==> config.mk <==
export PLATFORM = sky130hd
export DESIGN_NAME = ipv6_internet_checksum
export DESIGN_NICKNAME = d
export VERILOG_FILES = /design/src/design/ipv6ck_pkg.sv /design/src/design/ipv6_internet_checksum.sv
export SDC_FILE = /design/constraint.sdc
export NUM_CORES = 1
export LEC_CHECK = 0
export ABC_AREA = 1
export ABC_CLOCK_PERIOD_IN_PS = 5300
export BUFFER_PORTS_ARGS = -buffer_cell sky130_fd_sc_hd__buf_2
export CAP_MARGIN = 20
export CORE_ASPECT_RATIO = 0.7
export CORE_MARGIN = 4
export CORE_UTILIZATION = 30
export DETAILED_ROUTE_END_ITERATION = 12
export PLACE_DENSITY_LB_ADDON = 0.15
export SLEW_MARGIN = 20
export SYNTH_ARGS = -nofsm -noshare
export SYNTH_HDL_FRONTEND = slang
export SYNTH_SLANG_ARGS = --single-unit
==> constraint.sdc <==
create_clock -name clk -period 5.3 [get_ports clk]
set_clock_uncertainty 0.15 [all_clocks]
set_input_delay 0.795 -clock clk [delete_from_list [all_inputs] [get_ports clk]]
set_output_delay 0.795 -clock clk [all_outputs]
set_load 0.02 [all_outputs]
==> src/design/ipv6ck_pkg.sv <==
`timescale 1ns / 1ps
`default_nettype none

package ipv6ck_pkg;

	// Length of the fixed IPv6 header that the pseudo-header replaces.
	localparam int unsigned HdrLen = 40;

	// Width of the saturating byte position counter (holds 0 to HdrLen).
	localparam int unsigned PosW = 6;

	// Positions inside the fixed header that get special treatment.
	localparam logic [PosW-1:0] PosLastDropped = PosW'(3);
	localparam logic [PosW-1:0] PosLenHigh     = PosW'(4);
	localparam logic [PosW-1:0] PosLenLow      = PosW'(5);
	localparam logic [PosW-1:0] PosNextHdr     = PosW'(6);
	localparam logic [PosW-1:0] PosHopLimit    = PosW'(7);
	localparam logic [PosW-1:0] PosHdrEnd      = PosW'(HdrLen);
	localparam logic [PosW-1:0] PosHdrLast     = PosW'(HdrLen - 1);

	// Configuration values of the mode register.
	localparam logic ModePlain = 1'b0;
	localparam logic ModeIpv6  = 1'b1;

	// Width of the ones'-complement sum and of one packet byte.
	localparam int unsigned SumW  = 16;
	localparam int unsigned ByteW = 8;

endpackage

`default_nettype wire

==> src/design/ipv6_internet_checksum.sv <==
`timescale 1ns / 1ps
`default_nettype none

// Channel   Signals                               Direction  Moves
// input     in_valid, in_stall, data_byte,        in         one packet byte per request
//           is_last
// output    out_valid, out_stall, checksum,       out        one checksum per packet
//           too_short
// config    cfg_we, cfg_wdata                     in         mode register write
//
// Each byte waits in the input register and then passes through the 16-bit
// end-around-carry adder into the sum; a new byte can be accepted in every cycle
// unless a last byte waits on a stalled result. The checksum request loads into the
// result register at the edge at which its last byte leaves the input register.
// Reset clears the sum, the position, the mode and all valid flags.
// A stalled result only blocks a last byte behind it; other bytes keep flowing.
module ipv6_internet_checksum (
	input  wire logic                              clk,
	input  wire logic                              arst_n,
	// Configuration port for the mode register.
	input  wire logic                              cfg_we,
	input  wire logic                              cfg_wdata,
	// Byte stream.
	input  wire logic                              in_valid,
	output logic                                   in_stall,
	input  wire logic [ipv6ck_pkg::ByteW-1:0]      data_byte,
	input  wire logic                              is_last,
	// Checksum results.
	output logic                                   out_valid,
	input  wire logic                              out_stall,
	output logic [ipv6ck_pkg::SumW-1:0]            checksum,
	output logic                                   too_short
);

	// Mode register.
	logic mode_q;

	// Input register.
	logic                           valid_s1;
	logic [ipv6ck_pkg::ByteW-1:0]   byte_s1;
	logic                           last_s1;

	// Running packet state.
	logic [ipv6ck_pkg::SumW-1:0]    sum_q;
	logic [ipv6ck_pkg::PosW-1:0]    pos_q;
	logic                           odd_q;

	// Result register.
	logic                           out_valid_q;
	logic [ipv6ck_pkg::SumW-1:0]    checksum_q;
	logic                           too_short_q;

	logic                           out_free;
	logic                           consume_s1;
	logic                           accept_in;
	logic                           in_hdr;
	logic                           use_byte;
	logic                           high_byte;
	logic [ipv6ck_pkg::SumW-1:0]    word;
	logic [ipv6ck_pkg::SumW:0]      sum_wide;
	logic [ipv6ck_pkg::SumW-1:0]    sum_fold;
	logic [ipv6ck_pkg::SumW-1:0]    sum_next;

	// The result register can take a new checksum when it is empty or being drained.
	assign out_free   = !out_valid_q || !out_stall;
	// Bytes that are not last never need the result register.
	assign consume_s1 = valid_s1 && (!last_s1 || out_free);
	assign in_stall   = valid_s1 && !consume_s1;
	assign accept_in  = in_valid && !in_stall;

	// Pick where the byte lands in its 16-bit word. In IPv6 mode the fixed header
	// is mapped onto the pseudo-header: the version, class, flow label and hop
	// limit are dropped, the payload length keeps its word, and the next header
	// value becomes a low byte.
	always_comb begin
		in_hdr    = (mode_q == ipv6ck_pkg::ModeIpv6) && (pos_q < ipv6ck_pkg::PosHdrEnd);
		use_byte  = 1'b1;
		high_byte = !odd_q;
		if (in_hdr) begin
			if (pos_q <= ipv6ck_pkg::PosLastDropped || pos_q == ipv6ck_pkg::PosHopLimit) begin
				use_byte = 1'b0;
			end else if (pos_q == ipv6ck_pkg::PosLenHigh) begin
				high_byte = 1'b1;
			end else if (pos_q == ipv6ck_pkg::PosLenLow || pos_q == ipv6ck_pkg::PosNextHdr) begin
				high_byte = 1'b0;
			end
		end
		word     = high_byte ? {byte_s1, {ipv6ck_pkg::ByteW{1'b0}}}
		                     : {{ipv6ck_pkg::ByteW{1'b0}}, byte_s1};
		// End-around carry: the fold cannot carry again.
		sum_wide = {1'b0, sum_q} + {1'b0, word};
		sum_fold = sum_wide[ipv6ck_pkg::SumW-1:0]
		           + {{(ipv6ck_pkg::SumW-1){1'b0}}, sum_wide[ipv6ck_pkg::SumW]};
		sum_next = use_byte ? sum_fold : sum_q;
	end

	always_ff @(posedge clk or negedge arst_n) begin
		if (!arst_n) begin
			mode_q <= ipv6ck_pkg::ModePlain;
		end else if (cfg_we) begin
			mode_q <= cfg_wdata;
		end
	end

	// Input register: payload loads only with a request, so no reset is needed.
	always_ff @(posedge clk or negedge arst_n) begin
		if (!arst_n) begin
			valid_s1 <= 1'b0;
		end else if (accept_in) begin
			valid_s1 <= 1'b1;
		end else if (consume_s1) begin
			valid_s1 <= 1'b0;
		end
	end

	always_ff @(posedge clk) begin
		if (accept_in) begin
			byte_s1 <= data_byte;
			last_s1 <= is_last;
		end
	end

	// Packet state: the last byte clears everything for the next packet.
	always_ff @(posedge clk or negedge arst_n) begin
		if (!arst_n) begin
			sum_q <= '0;
			pos_q <= '0;
			odd_q <= 1'b0;
		end else if (consume_s1) begin
			if (last_s1) begin
				sum_q <= '0;
				pos_q <= '0;
				odd_q <= 1'b0;
			end else begin
				sum_q <= sum_next;
				odd_q <= !odd_q;
				if (pos_q < ipv6ck_pkg::PosHdrEnd) begin
					pos_q <= pos_q + ipv6ck_pkg::PosW'(1);
				end
			end
		end
	end

	// Result register.
	always_ff @(posedge clk or negedge arst_n) begin
		if (!arst_n) begin
			out_valid_q <= 1'b0;
		end else if (consume_s1 && last_s1) begin
			out_valid_q <= 1'b1;
		end else if (!out_stall) begin
			out_valid_q <= 1'b0;
		end
	end

	always_ff @(posedge clk) begin
		if (consume_s1 && last_s1) begin
			checksum_q  <= ~sum_next;
			// The packet is short when its last byte comes before the final header byte.
			too_short_q <= (mode_q == ipv6ck_pkg::ModeIpv6) && (pos_q < ipv6ck_pkg::PosHdrLast);
		end
	end

	assign out_valid = out_valid_q;
	assign checksum  = checksum_q;
	assign too_short = too_short_q;

endmodule

`default_nettype wire

## After elaboration in Yosys (flattened, before gate mapping)

Cells that the tools add are included.

- Mux-type cells: 16
- Reductions and logical operators: 19
- Order comparisons: 3
- Bitwise operators: 1
- Eq/ne operators: 5
- $add $sub $neg: 3

Operator list:

| operator | number |
|---|---|
| $mux 16 | 3 |
| $eq 6x3->1 const B | 4 |
| $add 16x16->17 | 1 |
| $add 16x1->16 | 1 |
| $not 16->16 | 1 |
| $lt 6x6->1 const B | 2 |
| $mux 6 | 2 |
| $mux 1 | 11 |
| $add 6x1->6 const B | 1 |
| $le 6x2->1 const B | 1 |
| $logic_and 1x1->1 | 6 |
| $logic_not 1->1 | 6 |
| $logic_or 1x1->1 | 4 |
| $reduce_bool 2->1 | 2 |
| $ne 2x1->1 const B | 1 |
| $reduce_and 2->1 | 1 |

- Logic and storage cells: 57
- Flip-flop bits (word level): 52
- Input bits: 15

## Depth between registers and ports, before layout

- Depth after elaboration: 11
- Depth in mapped cells: 32
- Depth with buffers taken out: 32

## Worst setup path before layout

OpenSTA, ideal clock, no wires.

- Kind: register -> register
- Start: register pos_q[0] (netlist name)
- End: register checksum_q (netlist bit checksum[11]), data pin
- Library setup time: 0.254 ns
- Path slack: 1.103 ns
- Data arrival time: 3.793 ns
- Buffers on the path: 0
- Required time: 4.896 ns
- Stages on the path, launching flop included: 31
- Period minus slack after synthesis: 4.197 ns
- Cell sequence: dfrtp_1 -> ha_1 -> nor2_1 -> o22ai_1 -> nor3_1 -> o21ai_0 -> nand2_1 -> nand2_1 -> nor2_1 -> ha_1 -> inv_1 -> fa_1 -> inv_1 -> nand2_1 -> nand3_2 -> nand2_1 -> nand2_1 -> a21oi_1 -> o21bai_1 -> ha_1 -> nand2_1 -> nor2_1 -> nand3_4 -> nor2_8 -> nand2_4 -> nor2_8 -> inv_2 -> nand2_1 -> nand3_1 -> o21ai_2 -> inv_1

- Word-level cells in the longest chain between the ends: 11
- Elaborated cells on any way between the ends: 20
- Those cells by class: 2 x add/sub; 2 x order compare; 4 x eq/ne; 8 x mux; 1 x bitwise; 3 x reduce/logical

Ends and longest elaborated chain:

| what | line | source |
|---|---|---|
| start, declared | ipv6_internet_checksum.sv:45 | `logic [ipv6ck_pkg::PosW-1:0] pos_q;` |
| start signal, assigned | ipv6_internet_checksum.sv:138 | `pos_q <= pos_q + ipv6ck_pkg::PosW'(1);` |
| parallel branches: the longest is 9 deep, another holds $add 16x16->17 | -- |  |
| $mux 16 (*) | ipv6_internet_checksum.sv:94 | `sum_next = use_byte ? sum_fold : sum_q;` |
| $not 16->16 (*) | ipv6_internet_checksum.sv:157 | `checksum_q <= ~sum_next;` |
| end signal, assigned | ipv6_internet_checksum.sv:157 |  |
| end, declared | ipv6_internet_checksum.sv:50 | `logic [ipv6ck_pkg::SumW-1:0] checksum_q;` |

Every way passes the cells marked *.
A chain may end at the register's enable or synchronous reset.

## Final worst setup path

Ends and elaborated chain as after synthesis.

==> impl_metrics.prom <==
# TYPE chip_impl_metric gauge
chip_impl_metric{name="global_route.overflow_total",unit=""} 0
chip_impl_metric{name="globalRouteTotalUtil",unit="%"} 14.0
chip_impl_info{name="critical_path.most_common_cell",value="nand2_1"} 1
chip_impl_metric{name="synth.yosys.seq_area_share",unit="%"} 39.4
chip_impl_metric{name="p_leak",unit="nW"} 2.16
chip_impl_metric{name="clock_pin_slew_on_the_worst_setup_and_hold_paths",unit="ns"} 0.08
chip_impl_metric{name="ctsLongestPathBuffers",unit=""} 2
chip_impl_metric{name="tritoncts_num_sinks",unit=""} 52
chip_impl_metric{name="synthToLayoutAreaGrowth",unit="%"} 13.8
chip_impl_info{name="tritoncts",value="built"} 1
chip_impl_metric{name="pnr_worst_setup_slack",unit="ns"} 0.505
chip_impl_info{name="cp-end-kind",value="register"} 1
chip_impl_metric{name="rrSetupSlack",unit="ns"} 0.51
chip_impl_metric{name="longest_individual_stage_delay_on_the_worst_path",unit="ns"} 0.42
chip_impl_metric{name="final_antenna_net_count",unit=""} 0
chip_impl_metric{name="num_antenna_cells",unit=""} 0
chip_impl_info{name="outcome",value="finished clean"} 1
chip_impl_info{name="layout.cells.most_common_list",value="nand2_1, inv_1, nor2_1"} 1
chip_impl_metric{name="syn_nets",unit=""} 534
chip_impl_metric{name="initial_utilization",unit="%"} 30.9
chip_impl_metric{name="cell_variety_after_synth",unit=""} 34
chip_impl_metric{name="fmaxAchievable",unit="MHz"} 209
chip_impl_metric{name="detailedRoute.firstIterationViolations",unit=""} 183
chip_impl_metric{name="postSynthCellCount",unit=""} 495
chip_impl_metric{name="maxSlewHeadroom",unit="%"} 37.0
chip_impl_metric{name="preCtsSetupSlack",unit="ns"} 0.370
chip_impl_info{name="kind_of_critical_path",value="reg -> reg"} 1
chip_impl_metric{name="area.sequential",unit="um2"} 1430
chip_impl_metric{name="fill_cell_total_of_the_finished_layout",unit=""} 1240
chip_impl_info{name="clock-root-buffer",value="clkbuf_16"} 1
chip_impl_metric{name="x_dimension_of_the_die",unit="um"} 140
chip_impl_metric{name="netlist_area",unit="um2"} 3630
chip_impl_metric{name="clk_latency",unit="ns"} 0.30
chip_impl_metric{name="route.detailed.drc",unit=""} 0
chip_impl_metric{name="finalSetupViolCount",unit=""} 0
chip_impl_metric{name="gp_congestion",unit=""} 0.898
chip_impl_metric{name="ys_ff_latch",unit=""} 52
chip_impl_metric{name="synth-warning-count",unit=""} 0
chip_impl_metric{name="via_count_of_the_first_global_routing_pass",unit=""} 2964
chip_impl_info{name="timing.critical_path.from_type",value="register"} 1
chip_impl_metric{name="worst-slew-pin-transition",unit="ns"} 0.943
chip_impl_metric{name="firstDrtPassIters",unit=""} 4
chip_impl_metric{name="timing.final.crit_period",unit="ns"} 4.79
chip_impl_metric{name="timing.final.crit_share",unit="%"} 90.5
chip_impl_metric{name="per_cell_routed_wire_length",unit="um"} 13.7
chip_impl_metric{name="input_output_buffers",unit=""} 33
chip_impl_info{name="regToRegStartpoint",value="pos_q[0]"} 1
chip_impl_metric{name="dieArea",unit="um2"} 14000
chip_impl_metric{name="multi_input_comb_area",unit="um2"} 1830
chip_impl_metric{name="critical_path.max_fanout",unit=""} 9
chip_impl_metric{name="avgSynthCellArea",unit="um2"} 7.34
chip_impl_metric{name="overall_routed_net_length",unit="um"} 9430
chip_impl_metric{name="vias_per_cell",unit=""} 4.56
chip_impl_info{name="worst_path_dominant_cell_family",value="simple AND/OR/NAND/NOR gates"} 1
chip_impl_metric{name="report.final.slew_viol_count",unit=""} 0
chip_impl_metric{name="grt_antenna_before_repair",unit=""} 0
chip_impl_metric{name="num_vias",unit=""} 3143
chip_impl_info{name="min_path_type",value="in -> async"} 1
chip_impl_info{name="slowest_stage",value="dfrtp_1"} 1
chip_impl_metric{name="worstPathArrival",unit="ns"} 4.70
chip_impl_metric{name="final.setup.tns",unit="ns"} 0
chip_impl_metric{name="clock_tree.htree_level_count",unit=""} 2
chip_impl_metric{name="die_h",unit="um"} 100
chip_impl_metric{name="num_io_pins",unit=""} 34
chip_impl_metric{name="max-cap-violations",unit=""} 0
chip_impl_metric{name="hold_buffers",unit=""} 0
chip_impl_info{name="commonest_non_fill_non_tap_cell_in_the_layout",value="nand2_1"} 1
chip_impl_metric{name="worstPathRequired",unit="ns"} 5.21
chip_impl_metric{name="design.core.area",unit="um2"} 11800
chip_impl_metric{name="dpl.hpwl",unit="um"} 7550
chip_impl_metric{name="cts.repair_timing.setup_buffer_count",unit=""} 0
chip_impl_metric{name="grt_max_degree",unit=""} 29
chip_impl_metric{name="fp-row-count",unit=""} 33
chip_impl_metric{name="cellPowerDensity",unit="nW/um2"} 383
chip_impl_metric{name="first_pass_grt_wire_length",unit="um"} 15400
chip_impl_metric{name="fin_nets",unit=""} 571
chip_impl_metric{name="number_of_hold_violations_in_the_final_report",unit=""} 0
chip_impl_metric{name="power",unit="mW"} 1.59
chip_impl_metric{name="crit_path_buf_inv_count",unit=""} 4
chip_impl_metric{name="postCtsResizedCells",unit=""} 0
chip_impl_metric{name="reg2regPathDepth",unit=""} 30
chip_impl_info{name="rsz_0062_raised_after_global_routing",value="false"} 1
chip_impl_metric{name="cts-buffers-inserted",unit=""} 5
chip_impl_metric{name="share_of_post_route_cells_with_drive_strength_above_1",unit="%"} 13.7
chip_impl_info{name="critical_path.reg2reg.endpoint",value="checksum[11]"} 1
chip_impl_metric{name="max-vdd-ir-drop",unit="uV"} 165
-- logic make-up (layout without fill, tap and decap cells) --
logic type	count (synthesis)	in the layout	synth area share, %
flops	52	52	39.4
xor+xnor	2	2	0.482
compound gates	51	51	8.13
simple gates	267	267	33.2
buf+inv	99	137	10.3
fa+ha+maj	24	24	8.47
-- cell type report --
| cell class | instances | area share (%) |
|---|---|---|
| Tap cell | 157 | 4.75 |
| Clock buffer | 5 | 3.03 |
| Timing Repair Buffer | 33 | 3.99 |
| Inverter | 96 | 8.71 |
| Multi-Input combinational cell | 344 | 44.3 |
| Sequential cell | 52 | 34.6 |
| Clock inverter | 3 | 0.635 |
-- worst reg2reg max path: cells and delay by family, from the launching register on --
| kind | cells | cell delay, ns |
|---|---|---|
| buffers and inverters | 4 | 0.33 |
| DFF | 1 | 0.42 |
| AOI/OAI and AO/OA | 5 | 0.62 |
| and+or+nand+nor | 17 | 1.93 |
| adders and majority gates | 4 | 1.11 |
-- registers in the layout, indices dropped and copies added, names as in the netlist --
signal and cells:
pos_q 6, byte_s1 8, valid_s1 1, last_s1 1, out_valid 1, odd_q 1, checksum 16, mode_q 1
sum_q 16, too_short 1
-- Yosys cell counts, drive strengths merged --
| library cell | number | area share (%) |
|---|---|---|
| nand2 | 156 | 17 |
| inv | 94 | 9.7 |
| nor2 | 52 | 6.5 |
| nand3 | 42 | 6.5 |
| dfrtp | 26 | 18 |
| edfxtp | 26 | 21 |
| ha | 23 | 7.9 |
| o21ai | 21 | 3.1 |
| a21oi | 13 | 1.9 |
| o22ai | 7 | 1.2 |
| a31oi | 5 | 0.86 |
| nand4 | 5 | 0.86 |
| nor3 | 4 | 0.55 |
| or2 | 4 | 0.69 |
| buf | 3 | 0.41 |
| o21bai | 3 | 0.62 |
| and2 | 2 | 0.34 |
| clkinv | 2 | 0.21 |
| xor2 | 2 | 0.48 |
| a22oi | 1 | 0.21 |
| a41oi | 1 | 0.24 |
| fa | 1 | 0.55 |
| nand3b | 1 | 0.21 |
| nor3b | 1 | 0.21 |
-- per-stage QoR --
stage / hold slack, ns / util [%] / std cells / area [um2]
after floorplan: 0.320 / - / 495 / 3630
after global placement: 0.337 / 33.8 / 682 / 3980
after detailed placement: 0.335 / 33.8 / 682 / 3980
after CTS: 0.370 / 35.1 / 690 / 4130
after global routing: 0.404 / 35.1 / 690 / 4140
final: 0.363 / 35.1 / 690 / 4140
-- worst max path at each step --
stage               startpoint            to  slack, ns  cells after the start
global route          pos_q[0]  checksum[11]       0.03                     30
floorplan             pos_q[0]  checksum[11]       1.10                     30
CTS                   pos_q[0]  checksum[11]       0.33                     30
global placement      pos_q[0]  checksum[11]       0.55                     30
detailed placement    pos_q[0]  checksum[11]       0.37                     30
finish                pos_q[0]  checksum[11]       0.51                     30
-- routing by layer --
metal | up-vias | part of all wire, % | GRT usage, %
met5 | - | 0 | 0
met4 | 0 | 0.83 | 2.93
met3 | 8 | 4.8 | 2.71
met2 | 65 | 40 | 20.6
met1 | 1422 | 55 | 21.3
li1 | 1648 | - | -
-- power by group --
part           total [mW]  internal [mW]  switching [mW]
logic               0.680          0.220           0.459
clock network       0.346          0.180           0.166
registers           0.560          0.513          0.0475
No activity file was read; power rests on OpenSTA's default activity.
